### config.mk
export PLATFORM = sky130hd
export DESIGN_NAME = ipv4_dotted_quad_checker_top
export DESIGN_NICKNAME = d
export VERILOG_FILES = /design/src/sv/ipv4dq_pkg.sv /design/src/sv/ipv4dq_unit_step.sv /design/src/sv/ipv4_dotted_quad_checker_top.sv
export VERILOG_INCLUDE_DIRS = /design/src /design/src/sv
export SDC_FILE = /design/constraint.sdc
export NUM_CORES = 1
export LEC_CHECK = 0
export ABC_CLOCK_PERIOD_IN_PS = 4100
export BUFFER_PORTS_ARGS = -buffer_cell sky130_fd_sc_hd__buf_4
export CORE_MARGIN = 5
export CORE_UTILIZATION = 45
export CTS_BUF_LIST = sky130_fd_sc_hd__clkbuf_4
export DETAILED_ROUTE_END_ITERATION = 16
export GPL_ROUTABILITY_DRIVEN = 0
export PLACE_DENSITY = 0.74
export SETUP_SLACK_MARGIN = 0.2
export SLEW_MARGIN = 15
export SYNTH_ARGS = -nofsm -noshare
export SYNTH_HDL_FRONTEND = slang
export SYNTH_SLANG_ARGS = --single-unit
### constraint.sdc
create_clock -name clock -period 4.1 [get_ports clock]
set_input_delay 0.205 -clock clock [delete_from_list [all_inputs] [get_ports clock]]
set_output_delay 0.205 -clock clock [all_outputs]
set_load 0.03 [all_outputs]
### src/sv/ipv4_dotted_quad_checker_top_macros.svh
// Assertion helpers shared by the checker RTL.
`ifndef IPV4_DOTTED_QUAD_CHECKER_TOP_MACROS_SVH
`define IPV4_DOTTED_QUAD_CHECKER_TOP_MACROS_SVH

// Same-cycle implication, checked outside reset.
`define IPV4DQ_ASSERT_NOW(label, clk, rst, ante, cons, msg) \
   label: assert property (@(posedge clk) disable iff (rst) (ante) |-> (cons)) \
      else $error(msg);

// Next-cycle implication, checked outside reset.
`define IPV4DQ_ASSERT_NEXT(label, clk, rst, ante, cons, msg) \
   label: assert property (@(posedge clk) disable iff (rst) (ante) |=> (cons)) \
      else $error(msg);

`endif

### src/sv/ipv4dq_pkg.sv
package ipv4dq_pkg;

   localparam int unsigned UNIT_W  = 16;
   localparam int unsigned COUNT_W = 5;
   localparam int unsigned VALUE_W = 8;
   localparam int unsigned CHARS_W = 3;
   localparam int unsigned INDEX_W = 2;
   localparam int unsigned RSP_W   = 8;

   localparam logic [COUNT_W-1:0] LEN_MIN         = COUNT_W'(7);
   localparam logic [COUNT_W-1:0] LEN_MAX         = COUNT_W'(15);
   localparam logic [COUNT_W-1:0] COUNT_SAT       = COUNT_W'(16);
   localparam logic [CHARS_W-1:0] FIELD_UNITS_MAX = CHARS_W'(4);
   localparam logic [INDEX_W-1:0] LAST_FIELD      = INDEX_W'(3);
   localparam logic [11:0]        OCTET_MAX       = 12'd255;
   localparam logic [UNIT_W-1:0]  DOT_UNIT        = 16'h002E;
   localparam logic [UNIT_W-1:0]  DIGIT_0         = 16'h0030;
   localparam logic [UNIT_W-1:0]  DIGIT_9         = 16'h0039;

   typedef struct packed {
      logic [COUNT_W-1:0] char_count;
      logic [INDEX_W-1:0] field_index;
      logic [VALUE_W-1:0] field_value;
      logic [CHARS_W-1:0] field_chars;
      logic               field_has_digit;
      logic               failed;
   } scan_state_type;

   localparam scan_state_type SCAN_CLEAR = '0;

endpackage

### src/sv/ipv4dq_unit_step.sv
module ipv4dq_unit_step (
   input  ipv4dq_pkg::scan_state_type      cur_state,
   input  logic [ipv4dq_pkg::UNIT_W-1:0]   code_unit,
   output ipv4dq_pkg::scan_state_type      next_state,
   output logic                            string_ok
);
   import ipv4dq_pkg::*;

   logic        is_digit;
   logic        is_dot;
   logic [3:0]  digit;
   logic [11:0] scaled;
   logic [11:0] wide_value;

   assign is_digit   = (code_unit >= DIGIT_0) && (code_unit <= DIGIT_9);
   assign is_dot     = (code_unit == DOT_UNIT);
   assign digit      = code_unit[3:0];
   // times ten as 8x + 2x
   assign scaled     = {1'b0, cur_state.field_value, 3'b000}
                     + {3'b000, cur_state.field_value, 1'b0};
   assign wide_value = scaled + {8'h00, digit};

   always_comb begin
      next_state = cur_state;
      if (cur_state.char_count < COUNT_SAT) begin
         next_state.char_count = cur_state.char_count + COUNT_W'(1);
      end
      if (!cur_state.failed) begin
         if (cur_state.field_chars >= FIELD_UNITS_MAX) begin
            next_state.failed = 1'b1;
         end else if (is_digit) begin
            if (wide_value > OCTET_MAX) begin
               next_state.failed = 1'b1;
            end else begin
               next_state.field_value     = wide_value[VALUE_W-1:0];
               next_state.field_has_digit = 1'b1;
               next_state.field_chars     = cur_state.field_chars + CHARS_W'(1);
            end
         end else if (is_dot) begin
            if (!cur_state.field_has_digit || (cur_state.field_index >= LAST_FIELD)) begin
               next_state.failed = 1'b1;
            end else begin
               next_state.field_index     = cur_state.field_index + INDEX_W'(1);
               next_state.field_value     = '0;
               next_state.field_chars     = '0;
               next_state.field_has_digit = 1'b0;
            end
         end else begin
            next_state.failed = 1'b1;
         end
      end
   end

   assign string_ok = !next_state.failed
                    && (next_state.char_count >= LEN_MIN)
                    && (next_state.char_count <= LEN_MAX)
                    && (next_state.field_index == LAST_FIELD)
                    && next_state.field_has_digit;

endmodule

### src/sv/ipv4_dotted_quad_checker_top.sv
// Dotted-quad IPv4 address checker. Feed the string one UTF-16 code unit
// per word on the req_ channel and mark its final unit with req_tlast; one
// rsp_ word then carries a flag that is 1 when the string is a valid
// dotted-decimal address (7 to 15 units, four fields of ASCII digits split
// by dots, each field nonempty, at most 255, and at most four units
// including its closing dot). Words other than the last give no response.
// The block takes one word every cycle: a word goes from the input register
// through the scan logic into the scan state register, and that state
// update is what sets the rate. The response for a string is written to the
// result register when its last word leaves the input register.
// The state clears itself after each string, so strings may follow back to
// back; only a stalled response with a pending last word holds the input.
module ipv4_dotted_quad_checker_top (
   input  logic                            clock,
   input  logic                            reset,
   input  logic                            req_tvalid,
   output logic                            req_tready,
   input  logic [ipv4dq_pkg::UNIT_W-1:0]   req_tdata,   // [15:0] code_unit
   input  logic                            req_tlast,   // last
   output logic                            rsp_tvalid,
   input  logic                            rsp_tready,
   output logic [ipv4dq_pkg::RSP_W-1:0]    rsp_tdata    // [0] valid_res, [7:1] zero
);
   import ipv4dq_pkg::*;

   `include "ipv4_dotted_quad_checker_top_macros.svh"

   // input register
   logic              s1_vld_ff, s1_vld_in;
   logic [UNIT_W-1:0] s1_unit_ff;
   logic              s1_last_ff;

   // scan state
   scan_state_type    st_ff, st_in;
   scan_state_type    st_step;
   logic              string_ok;

   // result register
   logic              rsp_vld_ff, rsp_vld_in;
   logic              rsp_res_ff, rsp_res_in;

   logic              out_free;
   logic              s1_fire;
   logic              req_fire;

   ipv4dq_unit_step u_step (
      .cur_state  (st_ff),
      .code_unit  (s1_unit_ff),
      .next_state (st_step),
      .string_ok  (string_ok)
   );

   // A non-last word only touches the scan state; a last word needs room
   // in the result register.
   assign out_free   = !rsp_vld_ff || rsp_tready;
   assign s1_fire    = s1_vld_ff && (!s1_last_ff || out_free);
   assign req_tready = !s1_vld_ff || s1_fire;
   assign req_fire   = req_tvalid && req_tready;

   always_comb begin
      s1_vld_in = s1_vld_ff;
      if (req_fire) begin
         s1_vld_in = 1'b1;
      end else if (s1_fire) begin
         s1_vld_in = 1'b0;
      end
   end

   // Advance the scan; clear it once the last word is scored.
   always_comb begin
      st_in = st_ff;
      if (s1_fire) begin
         st_in = s1_last_ff ? SCAN_CLEAR : st_step;
      end
   end

   always_comb begin
      rsp_vld_in = rsp_vld_ff;
      rsp_res_in = rsp_res_ff;
      if (s1_fire && s1_last_ff) begin
         rsp_vld_in = 1'b1;
         rsp_res_in = string_ok;
      end else if (rsp_tready) begin
         rsp_vld_in = 1'b0;
      end
   end

   always_ff @(posedge clock) begin
      if (reset) begin
         s1_vld_ff  <= 1'b0;
         st_ff      <= SCAN_CLEAR;
         rsp_vld_ff <= 1'b0;
      end else begin
         s1_vld_ff  <= s1_vld_in;
         st_ff      <= st_in;
         rsp_vld_ff <= rsp_vld_in;
      end
   end

   // Payload: hold unless a new word is taken.
   always_ff @(posedge clock) begin
      if (req_fire) begin
         s1_unit_ff <= req_tdata;
         s1_last_ff <= req_tlast;
      end
      rsp_res_ff <= rsp_res_in;
   end

   assign rsp_tvalid = rsp_vld_ff;
   assign rsp_tdata  = {{(RSP_W-1){1'b0}}, rsp_res_ff};

   `IPV4DQ_ASSERT_NEXT(a_last_clears, clock, reset, s1_fire && s1_last_ff,
      st_ff == SCAN_CLEAR, "scan state not cleared after last word")
   `IPV4DQ_ASSERT_NEXT(a_last_gives_rsp, clock, reset, s1_fire && s1_last_ff,
      rsp_vld_ff, "last word did not produce a response")
   `IPV4DQ_ASSERT_NOW(a_field_units, clock, reset, 1'b1,
      st_ff.field_chars <= FIELD_UNITS_MAX, "field unit count beyond limit")
   `IPV4DQ_ASSERT_NOW(a_value_needs_digit, clock, reset, st_ff.field_value != '0,
      st_ff.field_has_digit, "field value without a digit")
   `IPV4DQ_ASSERT_NOW(a_stall_holds_input, clock, reset, s1_vld_ff && !s1_fire,
      !req_tready, "input taken while stage is stalled")

endmodule
Word level (Yosys, flattened, before mapping)

Cells that the tools add are included.
W data, S select, Z words.

Equal/unequal tests: 6
Bitwise gates (word level): 0
Divide/modulo/power cells: 0
Add/subtract/negate cells: 5
Reductions and logical operators: 21
Shift-type cells: 0
Muxes and demuxes: 17
Magnitude comparators: 8
Multiply operators: 0

Operators with widths:

| kind                  | number |
|---|---|
| $mux W14              | 3 |
| $mux W20              | 1 |
| $eq A16 B6 Y1 const B | 1 |
| $ge A16 B6 Y1 const B | 1 |
| $le A16 B6 Y1 const B | 1 |
| $mux W15              | 1 |
| $mux W13              | 1 |
| $add A11 B9 Y12       | 1 |
| $add A12 B4 Y12       | 1 |
| $gt A12 B8 Y1 const B | 1 |
| $mux W12              | 1 |
| $logic_and A1 B1 Y1   | 8 |
| $mux W1               | 8 |
| $reduce_and A6 Y1     | 1 |
| $add A5 B1 Y5 const B | 1 |
| $ge A5 B3 Y1 const B  | 1 |
| $le A5 B4 Y1 const B  | 1 |
| $logic_not A1 Y1      | 5 |
| $lt A5 B5 Y1 const B  | 1 |
| $mux W5               | 1 |
| $logic_or A1 B1 Y1    | 4 |
| $ne A2 B2 Y1 const B  | 2 |
| $reduce_bool A2 Y1    | 2 |
| $add A3 B1 Y3 const B | 1 |
| other kinds (8)       | 8 |

Memory bits (writable): 0
Bits in latches: 0
Memories kept: 0
Memory bits (read-only): 0
Bits of input ports: 21
Register bits: 40
Output and inout port bits: 10

Depth between registers and ports, before layout

Depth in word-level cells: 12
Mapped depth: 11
Mapped depth without buffers: 10

Hierarchy

Synthesis repeated with hierarchy kept, for this count alone.

Cell total of the unflattened synthesis: 218
Area total of the unflattened synthesis: 2409.8 µm²

By module, submodules not included:

| module                       | seq. area each (µm²) | area each (µm²) | times used | cells an instance |
|---|---|---|---|---|
| ipv4_dotted_quad_checker_top | 980.9                | 1332.5          | 1          | 85 |
| ipv4dq_unit_step             | 0.0                  | 1077.3          | 1          | 133 |

Worst setup path after synthesis

Ideal clock, no wire load.

Kind: register to register
Start point: register s1_unit_ff[3]
End point: register rsp_res_ff, data pin
Arrival time: 2602 ps
Data required time: 3845 ps
Buffers on the path: 0
Cell stages (with the launch flop): 11
Period minus slack after synthesis: 2857 ps
Setup slack: 1243 ps
Setup time: 255 ps
Cell sequence: edfxtp_1 inv_1 fa_1 inv_1 ha_1 a211oi_4 nor3_1 nor4b_1 nor4b_4 and2_1 and3_1

Word-level cells in the longest chain between the ends: 11
Elaborated cells on any way between the ends: 21

RTL lines:

| item                   | RTL line                            | source |
|---|---|---|
| start, declared        | ipv4_dotted_quad_checker_top.sv:30  | `logic [UNIT_W-1:0] s1_unit_ff;` |
| start signal, assigned | ipv4_dotted_quad_checker_top.sv:103 | `s1_unit_ff <= req_tdata;` |
| $add A12 B4 Y12        | ipv4dq_unit_step.sv:21              | `assign wide_value = scaled + {8'h00, digit};` |
| $gt A12 B8 Y1          | ipv4dq_unit_step.sv:32              | `if (wide_value > OCTET_MAX) begin` |
| $mux W1                | ipv4dq_unit_step.sv:32              |  |
| $mux W13               | ipv4dq_unit_step.sv:31              | `end else if (is_digit) begin` |
| $mux W1                | ipv4dq_unit_step.sv:29              | `if (cur_state.field_chars >= FIELD_UNITS_MAX) begin` |
| $mux W15 *             | ipv4dq_unit_step.sv:28              | `if (!cur_state.failed) begin` |
| $logic_not A1 Y1       | ipv4dq_unit_step.sv:54              | `assign string_ok = !next_state.failed` |
| $logic_and A1 B1 Y1    | ipv4dq_unit_step.sv:55              | `&& (next_state.char_count >= LEN_MIN)` |
| $logic_and A1 B1 Y1    | ipv4dq_unit_step.sv:56              | `&& (next_state.char_count <= LEN_MAX)` |
| $logic_and A1 B1 Y1    | ipv4dq_unit_step.sv:57              | `&& (next_state.field_index == LAST_FIELD)` |
| $logic_and A1 B1 Y1 *  | ipv4dq_unit_step.sv:58              | `&& next_state.field_has_digit;` |
| net string_ok          | ipv4_dotted_quad_checker_top.sv:36  | `logic string_ok;` |
| end signal, assigned   | ipv4_dotted_quad_checker_top.sv:106 | `rsp_res_ff <= rsp_res_in;` |
| end, declared          | ipv4_dotted_quad_checker_top.sv:40  | `logic rsp_res_ff, rsp_res_in;` |

Mark *: on every way through the listed nets, which the timed path passes. The rest lies on a longest branch. The select of a mux whose other input is x is not followed.
A chain may end at the register's enable or synchronous reset.

Final worst setup path

Start point: register s1_unit_ff[3]
End point: register st_ff[2] (netlist bit)

Word-level cells in the longest chain between the ends: 6
Elaborated cells on any way between the ends: 14

RTL lines:

| item                                                                    | RTL line                           | source |
|---|---|---|
| parallel branches: the longest is 6 deep, another holds $add A12 B4 Y12 | --                                 |  |
| end signal, assigned                                                    | ipv4_dotted_quad_checker_top.sv:95 | `st_ff <= st_in;` |
| end, declared                                                           | ipv4_dotted_quad_checker_top.sv:34 | `scan_state_type st_ff, st_in;` |

Several ways; the timed one is not identified. The select of a mux whose other input is x is not followed.

==> flow_summary.yaml <==
pwr:
  power_density_nw_per_um2: 289
  leakage_nw: 1.06
  vdd_ir_drop_max_mv: 0.223
timing:
  min_period_ns: 3.16
  hold_viol: 0
  clock_skew_ns: 0.0169
  slew_headroom_pct: 37.2
  rsz0062_at_grt: "false"
  period_share_pct: 77.1
  worst_pin_slew_ns: 0.938
  max_freq_ghz: 0.317
  setup_violations: 0
  finalSetupTns_ns: 0
  slew_violations: 0
global_route:
  grt_first_pass_wirelength_mm: 7.64
  grt_pass1_vias: 1637
  grt_max_degree: 18
  grt_usage_pct: 14.6
  antenna_found_initial: 0
  grt_overflow: 0
yosys:
  synth_top_family_by_area: "simple AND/OR/NAND/NOR gates"
  synth_compound_area_share_pct: 13.1
  synth_edf_count: 18
  synthDistinctLibCells: 53
  synth-seq-cells: 40
  yosys.area_share.xor_xnor_pct: 1.89
  syn_avg_cell_area_sq_um: 9.79
  synth_area_sq_um: 2320
  synthCells: 237
  synthSimpleGateAreaFrac_pct: 23.5
  yosys_warnings: 0
  synthMuxAreaShare_pct: 0.431
  synth_fa_ha_area_share_pct: 12.0
  yosysSeqAreaShare_pct: 42.3
  synth_ff_type: "dfxtp_1"
  async_flop_share_pct: 0
cts:
  cts-resized-gates: 0
  cts_max_path_buffers: 2
  numClockSinks: 40
  numCtsBuffers: 5
  clk_latency_ns: 0.34
  cts_tree: "done"
  htree_levels: 2
  post_cts_buffers: 0
  clk_pin_slew_ns: 0.13
  clockRootBuffer: "clkbuf_4"
final_layout:
  mostFrequentLayoutCells: "buf_4 (23), nand2_1 (22), dfxtp_1 (22), nor2_1 (20), ha_1 (19)"
  seq_area_sq_um: 981
  fillCellCount: 473
  final_util_pct: 51.4
  syn_to_final_growth_pct: 11.7
  n_antenna_cell: 0
  multi_input_area_sq_um: 1210
  final_cells: 332
  final_common_cell: "buf_4"
  layout-drive-gt1-share_pct: 17.2
  num-nets-final: 303
routing:
  avgViaCountPerCell: 5.24
  wl_mm: 4.43
  via_count: 1741
  drc: 0
  drtAntennaViolNets: 0
  firstDrtPassIters: 4
  drt-initial-drc-count: 98
  wl_per_cell_um: 13.4
setup_path:
  path_max_fanout: 9
  r2r_setup_slack_ns: 0.94
  crit_arrival_ns: 3.42
  worstPathRequired_ns: 4.37
  critPathCapture: "st_ff[2]"
  rr_worst_depth: 10
  critPathLaunch: "s1_unit_ff[3]"
  critPathLaunchType: "flip-flop"
  endpoint_kind: "flip-flop"
  r2r_start: "s1_unit_ff[3]"
  timing.rr.end: "st_ff[2]"
  path_class: "flip-flop to flip-flop"
floorplanning:
  ios: 31
  die_h_um: 81.8
  core_area_sq_um: 5040
  fp.dieArea_sq_um: 6690
  die_w_um: 81.8
  rows: 26
  initial_core_util_pct: 46.0
flow_run:
  timing.max_cap.violations: 0
status:
  outcome: "complete, no violations"
placement:
  dp_cells: 323
  io_buffers: 23
  dp_hpwl_mm: 3.43
worst_hold_path:
  min_path_type: "input pin to flip-flop"
routing by layer:
metal,routed length [um],GRT usage (%),vias up
met1,2000,19.1,794
met4,40,3.49,0
li1,-,-,889
met3,292,3.40,4
met5,0,0,-
met2,2100,24.2,54
worst max-delay path: stages, from the launching register on:
cell      delay, ns
edfxtp_1       0.38
inv_1          0.07
fa_1           0.54
inv_1          0.07
ha_1           0.34
a211oi_4       0.30
o21bai_1       0.14
o21ai_1        0.18
or4b_4         0.50
nor3_4         0.35
mux2i_1        0.22
flip-flops by register name, indices dropped and copies added (netlist names):
signal and cells:
rsp_res_ff 1, st_ff 20, s1_vld_ff 1, s1_unit_ff 16, s1_last_ff 1, rsp_tvalid 1
how the worst min path moves through the flow:
stage,from,end,slack [ns],cells past startpoint
floorplan,req_tlast,s1_last_ff,0.30,0
global placement,req_tdata[9],s1_unit_ff[9],0.38,1
detailed placement,req_tdata[8],s1_unit_ff[8],0.38,1
CTS,req_tlast,s1_last_ff,0.02,1
global route,req_tdata[6],s1_unit_ff[6],0.01,1
finish,req_tdata[0],s1_unit_ff[0],0.03,1
through the flow:
stage	instance area (sq um)	hold slack, ns	total power, W	worst slack [ns]
after floorplan	2340	0.304	0.000487	1.24
after global placement	2500	0.383	0.000501	1.03
after detailed placement	2500	0.384	0.000502	0.953
after CTS	2580	0.0218	0.000755	0.945
after global routing	2590	0.00950	0.000786	0.711
final	2590	0.0295	0.000750	0.941
timing repair:
action	CTS	global route
endpoints found under the setup margin	0	0
hold buffers	0	1
hold endpoints to repair	0	1
kinds of logic (layout without fill, tap and decap cells):
| group | after synthesis | count (layout) |
|---|---|---|
| mux | 1 | 1 |
| other cells | 1 | 7 |
| buf+inv | 26 | 45 |
| fa+ha+maj | 21 | 21 |
| simple gates | 95 | 95 |
| compound gates | 48 | 48 |
| xor+xnor | 5 | 5 |
| flops | 40 | 40 |
synthesized netlist by cell type, drive strengths merged (2+ instances only):
cell type / number / share of area (%)
buf: 11 / 3.6
a31oi: 2 / 0.54
xor2: 4 / 1.5
dfxtp: 22 / 19
o21bai: 3 / 0.97
a21oi: 11 / 2.4
nor3: 8 / 2.2
nand2b: 3 / 0.81
nor4b: 3 / 1.8
o21a: 2 / 0.65
a21o: 3 / 1.0
nand4: 11 / 3.0
o21ai: 18 / 3.9
and2: 2 / 0.54
ha: 19 / 10
nand3: 7 / 1.7
nor2: 20 / 3.2
and3: 3 / 0.86
nand3b: 2 / 0.65
inv: 13 / 2.1
a22oi: 2 / 0.65
a211oi: 3 / 1.5
nor2b: 3 / 0.81
fa: 2 / 1.7
edfxtp: 18 / 23
nand2: 22 / 3.6
nor4bb: 2 / 0.86
nor4: 2 / 0.81
or2b: 2 / 0.76
cell type report:
type	instances	share of cell area, %
multi-input cells	177	46.7
flip-flops and latches	40	37.9
repair buffers	24	7.05
well taps	70	3.38
inverters	13	1.88
clock inverters	3	1.64
clock buffers	5	1.45
power by group:
| part | internal (W) | switching, W |
|---|---|---|
| clock network | 0.000127 | 0.000129 |
| logic | 0.0000238 | 0.0000325 |
| registers | 0.000430 | 0.00000719 |
| total | 0.000581 | 0.000169 |
No activity file was read; power rests on OpenSTA's default activity.
